--- src/hw/rtl/rdc_pkg.sv ---
// Package for the radix digit converter: sizes, reset values, register
// indexes, state encoding and the divider status type. No dependencies.
package rdc_pkg;

  localparam int VALUE_W        = 64;
  localparam int VALUE_BITS     = 64;
  localparam int TABLE_SIZE     = 56;
  localparam int NUM_DIGIT_REGS = 7;
  localparam int MAX_DIGITS     = 64;
  localparam int BASE_W         = 6;
  localparam int CHAR_W         = 8;
  localparam int CFG_IDX_W      = 3;
  localparam int DCNT_W         = $clog2(MAX_DIGITS + 1);
  localparam int BITCNT_W       = $clog2(VALUE_W);

  localparam logic [VALUE_W-1:0] VALUE_MASK =
    (VALUE_BITS >= VALUE_W) ? {VALUE_W{1'b1}}
                            : ((VALUE_W'(1) << VALUE_BITS) - VALUE_W'(1));

  localparam logic [BASE_W-1:0]  MIN_BASE   = BASE_W'(2);
  localparam logic [BASE_W-1:0]  BASE_RESET = BASE_W'(10);
  localparam logic [CHAR_W-1:0]  CHAR_NUL   = 8'h00;
  localparam logic [CHAR_W-1:0]  CHAR_PLUS  = 8'h2B;
  localparam logic [CHAR_W-1:0]  CHAR_MINUS = 8'h2D;

  localparam logic [63:0] DIGITS0_RESET = 64'h3736_3534_3332_3130;
  localparam logic [63:0] DIGITS1_RESET = 64'h0000_0000_0000_3938;

  typedef enum logic [CFG_IDX_W-1:0] {
    CFG_RADIX       = 3'd0,
    CFG_DIGITS_0_7  = 3'd1,
    CFG_DIGITS_8_15 = 3'd2,
    CFG_DIGITS_16   = 3'd3,
    CFG_DIGITS_24   = 3'd4,
    CFG_DIGITS_32   = 3'd5,
    CFG_DIGITS_40   = 3'd6,
    CFG_DIGITS_48   = 3'd7
  } cfg_idx_t;

  typedef enum logic [1:0] {
    ST_IDLE,
    ST_CHECK,
    ST_DIV,
    ST_EMIT
  } state_t;

  typedef struct packed {
    logic              done;
    logic [BASE_W-1:0] rem;
  } div_stat_t;

endpackage

--- src/hw/rtl/rdc_in_if.sv ---
// Input channel of the radix digit converter: one value per item.
// Depends on rdc_pkg.
interface rdc_in_if import rdc_pkg::*; ();
  logic               valid;
  logic               ready;
  logic [VALUE_W-1:0] value;

  modport source (output valid, output value, input ready);
  modport sink   (input valid, input value, output ready);
endinterface

--- src/hw/rtl/rdc_out_if.sv ---
// Result channel of the radix digit converter: one digit character per item.
// Depends on rdc_pkg.
interface rdc_out_if import rdc_pkg::*; ();
  logic              valid;
  logic              ready;
  logic [CHAR_W-1:0] digit_char;
  logic              last_digit;

  modport source (output valid, output digit_char, output last_digit, input ready);
  modport sink   (input valid, input digit_char, input last_digit, output ready);
endinterface

--- src/hw/rtl/rdc_cfg_if.sv ---
// Configuration write channel of the radix digit converter.
// Depends on rdc_pkg.
interface rdc_cfg_if import rdc_pkg::*; ();
  logic                 valid;
  logic                 ready;
  logic [CFG_IDX_W-1:0] index;
  logic [63:0]          data;

  modport source (output valid, output index, output data, input ready);
  modport sink   (input valid, input index, input data, output ready);
endinterface

--- src/hw/rtl/rdc_div.sv ---
// Bit-serial restoring divider: one quotient bit per cycle. Depends on rdc_pkg.
module rdc_div import rdc_pkg::*; (
  input  logic               clk,
  input  logic               rst_n,
  input  logic               start,
  input  logic [VALUE_W-1:0] dividend,
  input  logic [BASE_W-1:0]  divisor,
  output div_stat_t          stat,
  output logic [VALUE_W-1:0] quot
);

  logic [VALUE_W-1:0]  quo_r;
  logic [BASE_W-1:0]   rem_r;
  logic [BITCNT_W-1:0] cnt_r;
  logic                busy_r;
  logic                done_r;

  logic [BASE_W:0]     trial;
  logic                ge;

  // The partial remainder stays below the divisor, so one extra bit is enough.
  assign trial = {rem_r, quo_r[VALUE_W-1]};
  assign ge    = (trial >= {1'b0, divisor});

  always_ff @(posedge clk) begin
    if (!rst_n) begin
      busy_r <= 1'b0;
      done_r <= 1'b0;
      cnt_r  <= '0;
    end else begin
      done_r <= 1'b0;
      if (start) begin
        busy_r <= 1'b1;
        cnt_r  <= '0;
      end else if (busy_r) begin
        cnt_r <= cnt_r + BITCNT_W'(1);
        if (cnt_r == BITCNT_W'(VALUE_W - 1)) begin
          busy_r <= 1'b0;
          done_r <= 1'b1;
        end
      end
    end
  end

  always_ff @(posedge clk) begin
    if (start) begin
      quo_r <= dividend;
      rem_r <= '0;
    end else if (busy_r) begin
      quo_r <= {quo_r[VALUE_W-2:0], ge};
      rem_r <= ge ? BASE_W'(trial - {1'b0, divisor}) : trial[BASE_W-1:0];
    end
  end

  assign stat.done = done_r;
  assign stat.rem  = rem_r;
  assign quot      = quo_r;

endmodule

--- src/hw/rtl/radix_digit_converter_core.sv ---
// Radix digit converter: writes an unsigned value in a configured base,
// most significant digit first. Depends on rdc_pkg, the channel interfaces
// and rdc_div.
//
// Usage: write the radix (index 0) and the digit table (indexes 1 to 7) over
// cfg_ch while the block is idle; writes are always taken. Each value item on
// in_ch is first checked against the table: the radix must lie in 2..56 and
// every entry in use must be nonzero, not '+' or '-', and unique. A table that
// fails yields no result item at all. The check compares one pair of entries
// per cycle. The digits then come from repeated division by the radix in a
// bit-serial divider, and the first result of an item follows the last of
// its divisions. Results leave on out_ch one digit per cycle, with last_digit
// set on the final one, through an output register; a stalled receiver holds
// the current result and pauses the block. in_ch is ready again once the
// last result is loaded into the output register.
// Reset restores radix ten with the table "0123456789" and drops any item.
module radix_digit_converter_core import rdc_pkg::*; (
  input  logic      clk,
  input  logic      rst_n,
  rdc_in_if.sink    in_ch,
  rdc_out_if.source out_ch,
  rdc_cfg_if.sink   cfg_ch
);

  logic [BASE_W-1:0]                   radix_r;
  logic [NUM_DIGIT_REGS-1:0][63:0]     digit_regs_r;
  logic [TABLE_SIZE*CHAR_W-1:0]        tbl_flat;

  state_t                              state_r, state_nxt;
  logic [VALUE_W-1:0]                  value_r;
  logic [BASE_W-1:0]                   scan_r;
  logic [BASE_W-1:0]                   pair_r;
  logic [MAX_DIGITS-1:0][BASE_W-1:0]   stk_r;
  logic [DCNT_W-1:0]                   dcnt_r;
  logic                                out_valid_r;
  logic [CHAR_W-1:0]                   out_char_r;
  logic                                out_last_r;

  logic                                accept;
  logic                                base_ok;
  logic [BASE_W-1:0]                   tbl_idx;
  logic [CHAR_W-1:0]                   chr;
  logic [CHAR_W-1:0]                   chr_pair;
  logic                                at_self;
  logic                                chr_bad;
  logic                                slot_free;
  logic                                div_start;
  logic [VALUE_W-1:0]                  dividend;
  div_stat_t                           div_stat;
  logic [VALUE_W-1:0]                  div_quot;

  // Configuration registers.
  assign cfg_ch.ready = 1'b1;

  always_ff @(posedge clk) begin
    if (!rst_n) begin
      radix_r      <= BASE_RESET;
      digit_regs_r <= {{(NUM_DIGIT_REGS - 2){64'h0}}, DIGITS1_RESET, DIGITS0_RESET};
    end else if (cfg_ch.valid) begin
      case (cfg_ch.index)
        CFG_RADIX: radix_r <= cfg_ch.data[BASE_W-1:0];
        default:   digit_regs_r[cfg_ch.index - CFG_IDX_W'(1)] <= cfg_ch.data;
      endcase
    end
  end

  // Main table read port, shared by the check scan and the digit output, and
  // a second port for the earlier entry that the check compares against.
  assign tbl_flat = digit_regs_r;
  assign tbl_idx  = (state_r == ST_EMIT) ? stk_r[0] : scan_r;

  always_comb begin
    chr = CHAR_NUL;
    if (tbl_idx < BASE_W'(TABLE_SIZE)) begin
      chr = tbl_flat[tbl_idx*CHAR_W +: CHAR_W];
    end
  end

  always_comb begin
    chr_pair = CHAR_NUL;
    if (pair_r < BASE_W'(TABLE_SIZE)) begin
      chr_pair = tbl_flat[pair_r*CHAR_W +: CHAR_W];
    end
  end

  // Entry scan_r is compared with every earlier entry in turn; when the pair
  // index reaches the entry itself, the entry is tested for illegal characters.
  assign accept    = in_ch.valid && in_ch.ready;
  assign base_ok   = (radix_r >= MIN_BASE) && (radix_r <= BASE_W'(TABLE_SIZE));
  assign at_self   = (pair_r == scan_r);
  assign chr_bad   = at_self ? ((chr == CHAR_NUL) || (chr == CHAR_PLUS) ||
                                (chr == CHAR_MINUS))
                             : (chr_pair == chr);
  assign slot_free = !out_valid_r || out_ch.ready;
  assign dividend  = (state_r == ST_CHECK) ? value_r : div_quot;

  rdc_div u_div (
    .clk      (clk),
    .rst_n    (rst_n),
    .start    (div_start),
    .dividend (dividend),
    .divisor  (radix_r),
    .stat     (div_stat),
    .quot     (div_quot)
  );

  always_ff @(posedge clk) begin
    if (!rst_n) begin
      state_r <= ST_IDLE;
    end else begin
      state_r <= state_nxt;
    end
  end

  always_comb begin
    state_nxt = state_r;
    div_start = 1'b0;
    case (state_r)
      ST_IDLE: begin
        if (accept && base_ok) begin
          state_nxt = ST_CHECK;
        end
      end
      ST_CHECK: begin
        if (chr_bad) begin
          state_nxt = ST_IDLE;
        end else if (at_self && (scan_r == radix_r - BASE_W'(1))) begin
          state_nxt = ST_DIV;
          div_start = 1'b1;
        end
      end
      ST_DIV: begin
        if (div_stat.done) begin
          if ((div_quot == '0) || (dcnt_r == DCNT_W'(MAX_DIGITS - 1))) begin
            state_nxt = ST_EMIT;
          end else begin
            div_start = 1'b1;
          end
        end
      end
      ST_EMIT: begin
        if (slot_free && (dcnt_r == DCNT_W'(1))) begin
          state_nxt = ST_IDLE;
        end
      end
      default: state_nxt = ST_IDLE;
    endcase
  end

  assign in_ch.ready = (state_r == ST_IDLE);

  // Control counters and the output valid flag.
  always_ff @(posedge clk) begin
    if (!rst_n) begin
      scan_r      <= '0;
      pair_r      <= '0;
      dcnt_r      <= '0;
      out_valid_r <= 1'b0;
    end else begin
      if (accept) begin
        scan_r <= '0;
        pair_r <= '0;
        dcnt_r <= '0;
      end else if (state_r == ST_CHECK && !chr_bad) begin
        if (at_self) begin
          scan_r <= scan_r + BASE_W'(1);
          pair_r <= '0;
        end else begin
          pair_r <= pair_r + BASE_W'(1);
        end
      end else if (state_r == ST_DIV && div_stat.done) begin
        dcnt_r <= dcnt_r + DCNT_W'(1);
      end else if (state_r == ST_EMIT && slot_free) begin
        dcnt_r <= dcnt_r - DCNT_W'(1);
      end

      if (state_r == ST_EMIT && slot_free) begin
        out_valid_r <= 1'b1;
      end else if (out_ch.ready) begin
        out_valid_r <= 1'b0;
      end
    end
  end

  // Datapath: the value register, the digit stack and the result payload.
  // Remainders are pushed least significant first and popped in reverse.
  always_ff @(posedge clk) begin
    if (accept) begin
      value_r <= in_ch.value & VALUE_MASK;
    end

    if (state_r == ST_DIV && div_stat.done) begin
      stk_r <= {stk_r[MAX_DIGITS-2:0], div_stat.rem};
    end else if (state_r == ST_EMIT && slot_free) begin
      stk_r      <= {BASE_W'(0), stk_r[MAX_DIGITS-1:1]};
      out_char_r <= chr;
      out_last_r <= (dcnt_r == DCNT_W'(1));
    end
  end

  assign out_ch.valid      = out_valid_r;
  assign out_ch.digit_char = out_char_r;
  assign out_ch.last_digit = out_last_r;

endmodule
--- src/flat_wrapper.sv ---
// flat-port wrapper written by rule: the top's interface ports become plain ports
module radix_digit_converter_core_flat import rdc_pkg::*;
  (clk, rst_n, in_ch_valid, in_ch_value, in_ch_ready, out_ch_valid, out_ch_digit_char, out_ch_last_digit, out_ch_ready, cfg_ch_valid, cfg_ch_index, cfg_ch_data, cfg_ch_ready);
  rdc_in_if in_ch_i ();
  rdc_out_if out_ch_i ();
  rdc_cfg_if cfg_ch_i ();
  input  logic clk;
  input  logic rst_n;
  input wire logic [$bits(in_ch_i.valid)-1:0] in_ch_valid;
  input wire logic [$bits(in_ch_i.value)-1:0] in_ch_value;
  output wire logic [$bits(in_ch_i.ready)-1:0] in_ch_ready;
  output wire logic [$bits(out_ch_i.valid)-1:0] out_ch_valid;
  output wire logic [$bits(out_ch_i.digit_char)-1:0] out_ch_digit_char;
  output wire logic [$bits(out_ch_i.last_digit)-1:0] out_ch_last_digit;
  input wire logic [$bits(out_ch_i.ready)-1:0] out_ch_ready;
  input wire logic [$bits(cfg_ch_i.valid)-1:0] cfg_ch_valid;
  input wire logic [$bits(cfg_ch_i.index)-1:0] cfg_ch_index;
  input wire logic [$bits(cfg_ch_i.data)-1:0] cfg_ch_data;
  output wire logic [$bits(cfg_ch_i.ready)-1:0] cfg_ch_ready;
  assign in_ch_i.valid = in_ch_valid;
  assign in_ch_i.value = in_ch_value;
  assign in_ch_ready = in_ch_i.ready;
  assign out_ch_valid = out_ch_i.valid;
  assign out_ch_digit_char = out_ch_i.digit_char;
  assign out_ch_last_digit = out_ch_i.last_digit;
  assign out_ch_i.ready = out_ch_ready;
  assign cfg_ch_i.valid = cfg_ch_valid;
  assign cfg_ch_i.index = cfg_ch_index;
  assign cfg_ch_i.data = cfg_ch_data;
  assign cfg_ch_ready = cfg_ch_i.ready;
  radix_digit_converter_core u_core (.clk(clk), .rst_n(rst_n), .in_ch(in_ch_i), .out_ch(out_ch_i), .cfg_ch(cfg_ch_i));
endmodule
--- config.mk ---
export PLATFORM = sky130hd
export DESIGN_NAME = radix_digit_converter_core_flat
export DESIGN_NICKNAME = d
export VERILOG_FILES = /design/src/hw/rtl/rdc_pkg.sv /design/src/hw/rtl/rdc_in_if.sv /design/src/hw/rtl/rdc_out_if.sv /design/src/hw/rtl/rdc_cfg_if.sv /design/src/hw/rtl/rdc_div.sv /design/src/hw/rtl/radix_digit_converter_core.sv /design/src/flat_wrapper.sv
export SDC_FILE = /design/constraint.sdc
export NUM_CORES = 2
export LEC_CHECK = 0
export ABC_CLOCK_PERIOD_IN_PS = 13600
export BUFFER_PORTS_ARGS = -buffer_cell sky130_fd_sc_hd__clkbuf_2
export CORE_MARGIN = 1
export CORE_UTILIZATION = 63
export CTS_CLUSTER_DIAMETER = 50
export DETAILED_ROUTE_END_ITERATION = 8
export PLACE_DENSITY = 0.81
export SETUP_SLACK_MARGIN = 0.02
export SYNTH_ARGS = -nofsm -noshare
export SYNTH_HDL_FRONTEND = slang
export SYNTH_SLANG_ARGS = --single-unit
export TNS_END_PERCENT = 5
--- constraint.sdc ---
create_clock -name clk -period 13.6 [get_ports clk]
set_input_delay 0.68 -clock clk [delete_from_list [all_inputs] [get_ports clk]]
set_output_delay 0.68 -clock clk [all_outputs]
set_load 0.02 [all_outputs]
* Yosys cells after proc, flatten, opt, wreduce, memory -nomap -nowiden
Index checks and enable logic that the tools add are counted.
Word-level totals: register bits 1011, bits in latches 0, bits in writable memories 0, bits in read-only memories 0, input port bits 136, output and inout port bits 12, logic and storage cells 190, memories 0
Operators by class: add/subtract/negate cells 8, multiply operators 0, divide/modulo/power cells 0, $lt $le $gt $ge 7, eq/ne operators 17, shift operators 2, multiplexer cells 34, bitwise gates (word level) 5, reduce and logical (&&, ||, !) cells 32
Operator list (number):
- variable part select 448 x 10 -> 8 bit | 2
- two-way mux 384 bit | 2
- bitwise mux 448 bit | 1
- two-way mux 64 bit | 4
- demux 64 bit (select 3 bit) | 1
- zero test 64 bit | 1
- adder 6 x 1 -> 6 bit (second input constant) | 3
- two-way mux 6 bit | 3
- equality test 8 x 6 -> 1 bit (second input constant) | 2
- two-way mux 8 bit | 2
- two-way mux 7 bit | 2
- equality test 6 bit | 2
- less-than comparator 6 bit (second input constant) | 2
- two-way mux 2 bit | 6
- AND reduction 2 bit | 6
- two-way mux 1 bit | 11
- logical AND 1 bit | 9
- equality test 8 bit | 1
- zero test 8 bit | 1
- one-hot mux 2 bit (4 select lines) | 1
- adder 7 x 1 -> 7 bit (second input constant) | 1
- equality test 7 x 1 -> 1 bit (second input constant) | 1
- equality test 7 x 6 -> 1 bit (second input constant) | 1
- >= comparator 7 x 6 -> 1 bit | 1
- other kinds (24) | 39

* Longest topological paths before layout
depth in word-level cells 12, gate-level depth with buffers 18, depth with buffers taken out 14

* By module
A second synthesis with hierarchy kept.
Unflattened totals: cell total of the unflattened synthesis 5182, area, all modules 48875.6 µm²
By module, submodules not included:
- radix_digit_converter_core | instances 1, cells each 4936, area each 45293.4 µm², seq. area each 23252.3 µm²
- rdc_div | instances 1, cells each 246, area each 3582.2 µm², seq. area each 2202.1 µm²

* Worst setup path after synthesis
No wires, ideal clock.
kind reg-to-reg, start point register with a tool-made name, end point register u_core.dcnt_r[2], library setup time 0.068 ns, arrival 10.238 ns, data required time 13.532 ns, slack 3.294 ns, stages on the path, launching flop included 11, buffers on the path 3, period minus slack after synthesis 10.306 ns, path through dfxtp_1 > ha_1 > buf_6 > clkbuf_1 > clkbuf_1 > nand2b_1 > and2_1 > inv_1 > o211ai_1 > xor2_1 > nor2_1
RTL lines:
- end signal: assignment | line radix_digit_converter_core.sv:172 | dcnt_r <= dcnt_r + DCNT_W'(1);
- end signal: assignment | line radix_digit_converter_core.sv:174 | dcnt_r <= dcnt_r - DCNT_W'(1);
- end: declaration | line radix_digit_converter_core.sv:34 | logic [DCNT_W-1:0] dcnt_r;

==> results.json <==
{
  "cp_max_fo": 72,
  "hp-class": "in2reg",
  "synth_edf_count": 521,
  "synth.cell_area_um2": 46900,
  "drtAntennaViolNets": 0,
  "grt_max_degree": 245,
  "fin_nets": 4984,
  "synth_top_area_share_pct": 33.3,
  "gp_congestion": 0.923,
  "required_ns": 13.90,
  "cp.arrival_ns": 8.05,
  "power_density_nw_per_um2": 128,
  "worst_path_max_delay_cell": "buf_4",
  "die-area_um2": 75600,
  "cts_buffers": 106,
  "grt_pass1_wl_um": 196000,
  "drt_iter0_markers": 4593,
  "path_cells": "ha_2 > mux2_4 > buf_4 > mux2i_1 > mux2i_1 > mux4_2 > nor2b_1 > o32a_1 > or4_1 > o21ai_2 > o21ai_4 > nand2_4 > mux2_2 > buf_4",
  "synth_largest_area_cell": "edfxtp_1",
  "antenna_found_initial": 24,
  "start_util_pct": 64.0,
  "leakage_uw": 0.0184,
  "crit_buf_inv": 2,
  "setup-tns-final_ns": 0,
  "hpwl_um": 76300,
  "worst_pin_slew_ns": 1.20,
  "met1_usage_pct": 43.2,
  "vdd_drop_max_mv": 0.107,
  "grt_use_total_pct": 33.3,
  "path_clk_slew_ns": 0.06,
  "clock_sinks": 1011,
  "crit_type": "reg2reg",
  "cts_hold_buffers": 0,
  "root_buffer": "clkbuf_16",
  "insertion_delay_ns": 0.68,
  "syn_inst": 4868,
  "synth-main-ff-cell": "edfxtp_1",
  "ys_ff_latch": 1011,
  "fin_crit_sh_pct": 57.0,
  "grt_busiest_layer": "met2",
  "maxCapViolations": 0,
  "outcome": "finished with violations",
  "setup_violations": 0,
  "io_pins": 148,
  "finalCriticalPeriod_ns": 7.76,
  "grt_setup_unrepaired": "false",
  "synth_area_leaders": "edfxtp_1 (33%), dfxtp_1 (21%), nand2_1 (17%), mux4_2 (9.8%), a21oi_1 (4.7%)",
  "worstSetupStartpointType": "flip-flop",
  "synthesis.area_per_instance_um2": 9.64,
  "avgRoutedWirePerCell_um": 21.4,
  "yosysUniqueCellTypes": 75,
  "slew_viol_final": 0,
  "h-tree-depth": 3,
  "slew_headroom_pct": 19.5,
  "syn_nets": 5025,
  "synth_warnings": 0,
  "grt_use_met3_pct": 7.59,
  "p_total_uw": 6610,
  "dr.pass1.iters": 9,
  "cts_resized": 0,
  "hold_viol_final": 0,
  "layout-drive-gt1-share_pct": 12.6,
  "dieWidth_um": 275,
  "drc": 8,
  "rows": 99,
  "grt_pass1_vias": 35615,
  "use_met2_pct": 51.9,
  "async_flop_share_pct": 0,
  "critical_path.top_delay_family": "multiplexers",
  "post_cts_buffers": 0,
  "fillers": 5233,
  "ys_seq_area_share_pct": 54.2,
  "num_vias": 37150,
  "core_um2": 73300,
  "via_per_inst": 6.30,
  "crit_path_end_kind": "flip-flop",
  "chipHeight_um": 275,
  "pre_cts_ws_ns": 6.01,
  "grt.overflow.total": 0,
  "cts_tree": "yes",
  "io_buffers": 146,
  "area_growth_pct": 9.79,
  "totalWireLength_um": 126000,
  "violations": "DRC",
  "clock_skew_ns": 0.0221,
  "max_clock_freq_mhz": 129,
  "setup_ws_ns": 5.84,
  "slowest_delay_ns": 0.88,
  "clockBufferDepth": 3
}
## cell type report
cell class                 instances  area, um2  area share [%]
sequential                      1011      25500            49.4
timing repair buffer             195       1120            2.18
clock inverter                    58        542            1.05
antenna                           21       52.6           0.102
tap                              959       1200            2.33
inverter                          37        154           0.299
multi-input combinational       3476      20000            38.8
clock buffer                     140       2990            5.81
## synth_stat cells (all sizes together), types with 3 or more instances
cell type,number
nor3,11
a32oi,3
nand3b,4
a211oi,4
nand2b,8
buf,77
inv,37
nor4,26
clkbuf,267
or2,5
a21o,6
and2,8
nand3,104
nand4,20
a2111oi,3
ha,20
o22ai,10
nand2,2186
o21ai,26
a31oi,8
a311oi,3
or4,7
o221ai,5
mux2i,83
o31ai,5
o211ai,6
nor2b,7
a221oi,6
mux4,205
edfxtp,521
a21oi,444
nor2,62
mux2,74
xor2,18
dfxtp,490
or3,4
xnor2,22
a22oi,23
and3,22
o2111ai,4
## report_power, final
group | leakage (uW) | internal, uW | total, uW | switching, uW
clock network | 0.00175 | 1680 | 2930 | 1250
registers | 0.00832 | 3240 | 3290 | 44.2
logic | 0.00829 | 135 | 395 | 260
## routing by layer
| layer | up-vias | routed length, um |
|---|---|---|
| met5 | - | 58 |
| met4 | 10 | 7230 |
| met3 | 527 | 14100 |
| met2 | 2231 | 58300 |
| met1 | 17752 | 46700 |
| li1 | 16630 | - |
## flip-flops by register name (all words and copies together), names as in the netlist, named ones only
register                  cells
u_core.digit_regs_r         448
u_core.stk_r                384
u_core.u_div.quot            64
u_core.value_r               64
u_core.out_ch.digit_char      8
u_core.dcnt_r                 7
u_core.pair_r                 6
u_core.radix_r                6
u_core.scan_r                 6
u_core.u_div.cnt_r            6
u_core.u_div.rem_r            6
u_core.out_ch.last_digit      1
u_core.out_ch.valid           1
u_core.state_r                1
u_core.u_div.busy_r           1
u_core.u_div.done_r           1
## cells in the final DEF (no fill, tap or decap), types with 9 or more instances in the layout
cell type / count
a21oi_1: 444
a22oi_1: 23
and3_1: 22
buf_4: 47
clkbuf_1: 16
clkbuf_16: 109
clkbuf_2: 146
clkbuf_8: 15
clkinv_1: 9
clkinv_2: 18
dfxtp_1: 487
diode_2: 21
edfxtp_1: 521
ha_1: 19
inv_1: 35
inv_6: 9
mux2_1: 63
mux2_2: 9
mux2i_1: 80
mux4_2: 205
nand2_1: 2184
nand3_1: 104
nand4_1: 20
nor2_1: 57
nor4_1: 25
o21ai_0: 23
o22ai_1: 9
xnor2_1: 22
xor2_1: 18
## through the flow
step | instances | hold WS, ns | util (%) | cell area, um2
after global placement | 5678 | 0.450 | 65.4 | 47900
after global routing | 5892 | 0.157 | 70.3 | 51500
after CTS | 5876 | 0.146 | 70.2 | 51500
final | 5897 | 0.181 | 70.3 | 51500
after detailed placement | 5678 | 0.456 | 65.4 | 47900
after floorplan | 4868 | 0.441 | - | 46900
## final timing paths
| check | start | endpoint | slack, ns | depth (start not counted) |
|---|---|---|---|---|
| max | flip-flop | u_core.u_div.quot[8] | 5.84 | 14 |
| min | in_ch_value[32] | u_core.value_r[32] | 0.18 | 1 |
| max reg2reg | flip-flop | u_core.u_div.quot[8] | 5.84 | 14 |
| min reg2reg | u_core.digit_regs_r[16] | u_core.digit_regs_r[16] | 0.47 | 2 |
## cells by family after synthesis
kind of cell / count (synthesis) / share of synthesized area, %
AOI/OAI and AO/OA: 571 / 6.77
xor gates and xnor gates: 40 / 0.746
adders and majority gates: 21 / 0.576
buffers and inverters: 381 / 3.38
DFF: 1011 / 54.2
muxes: 362 / 13.4
other: 1 / 0.00799
and+or+nand+nor: 2481 / 20.9
Power figures use the tool's default switching activity.
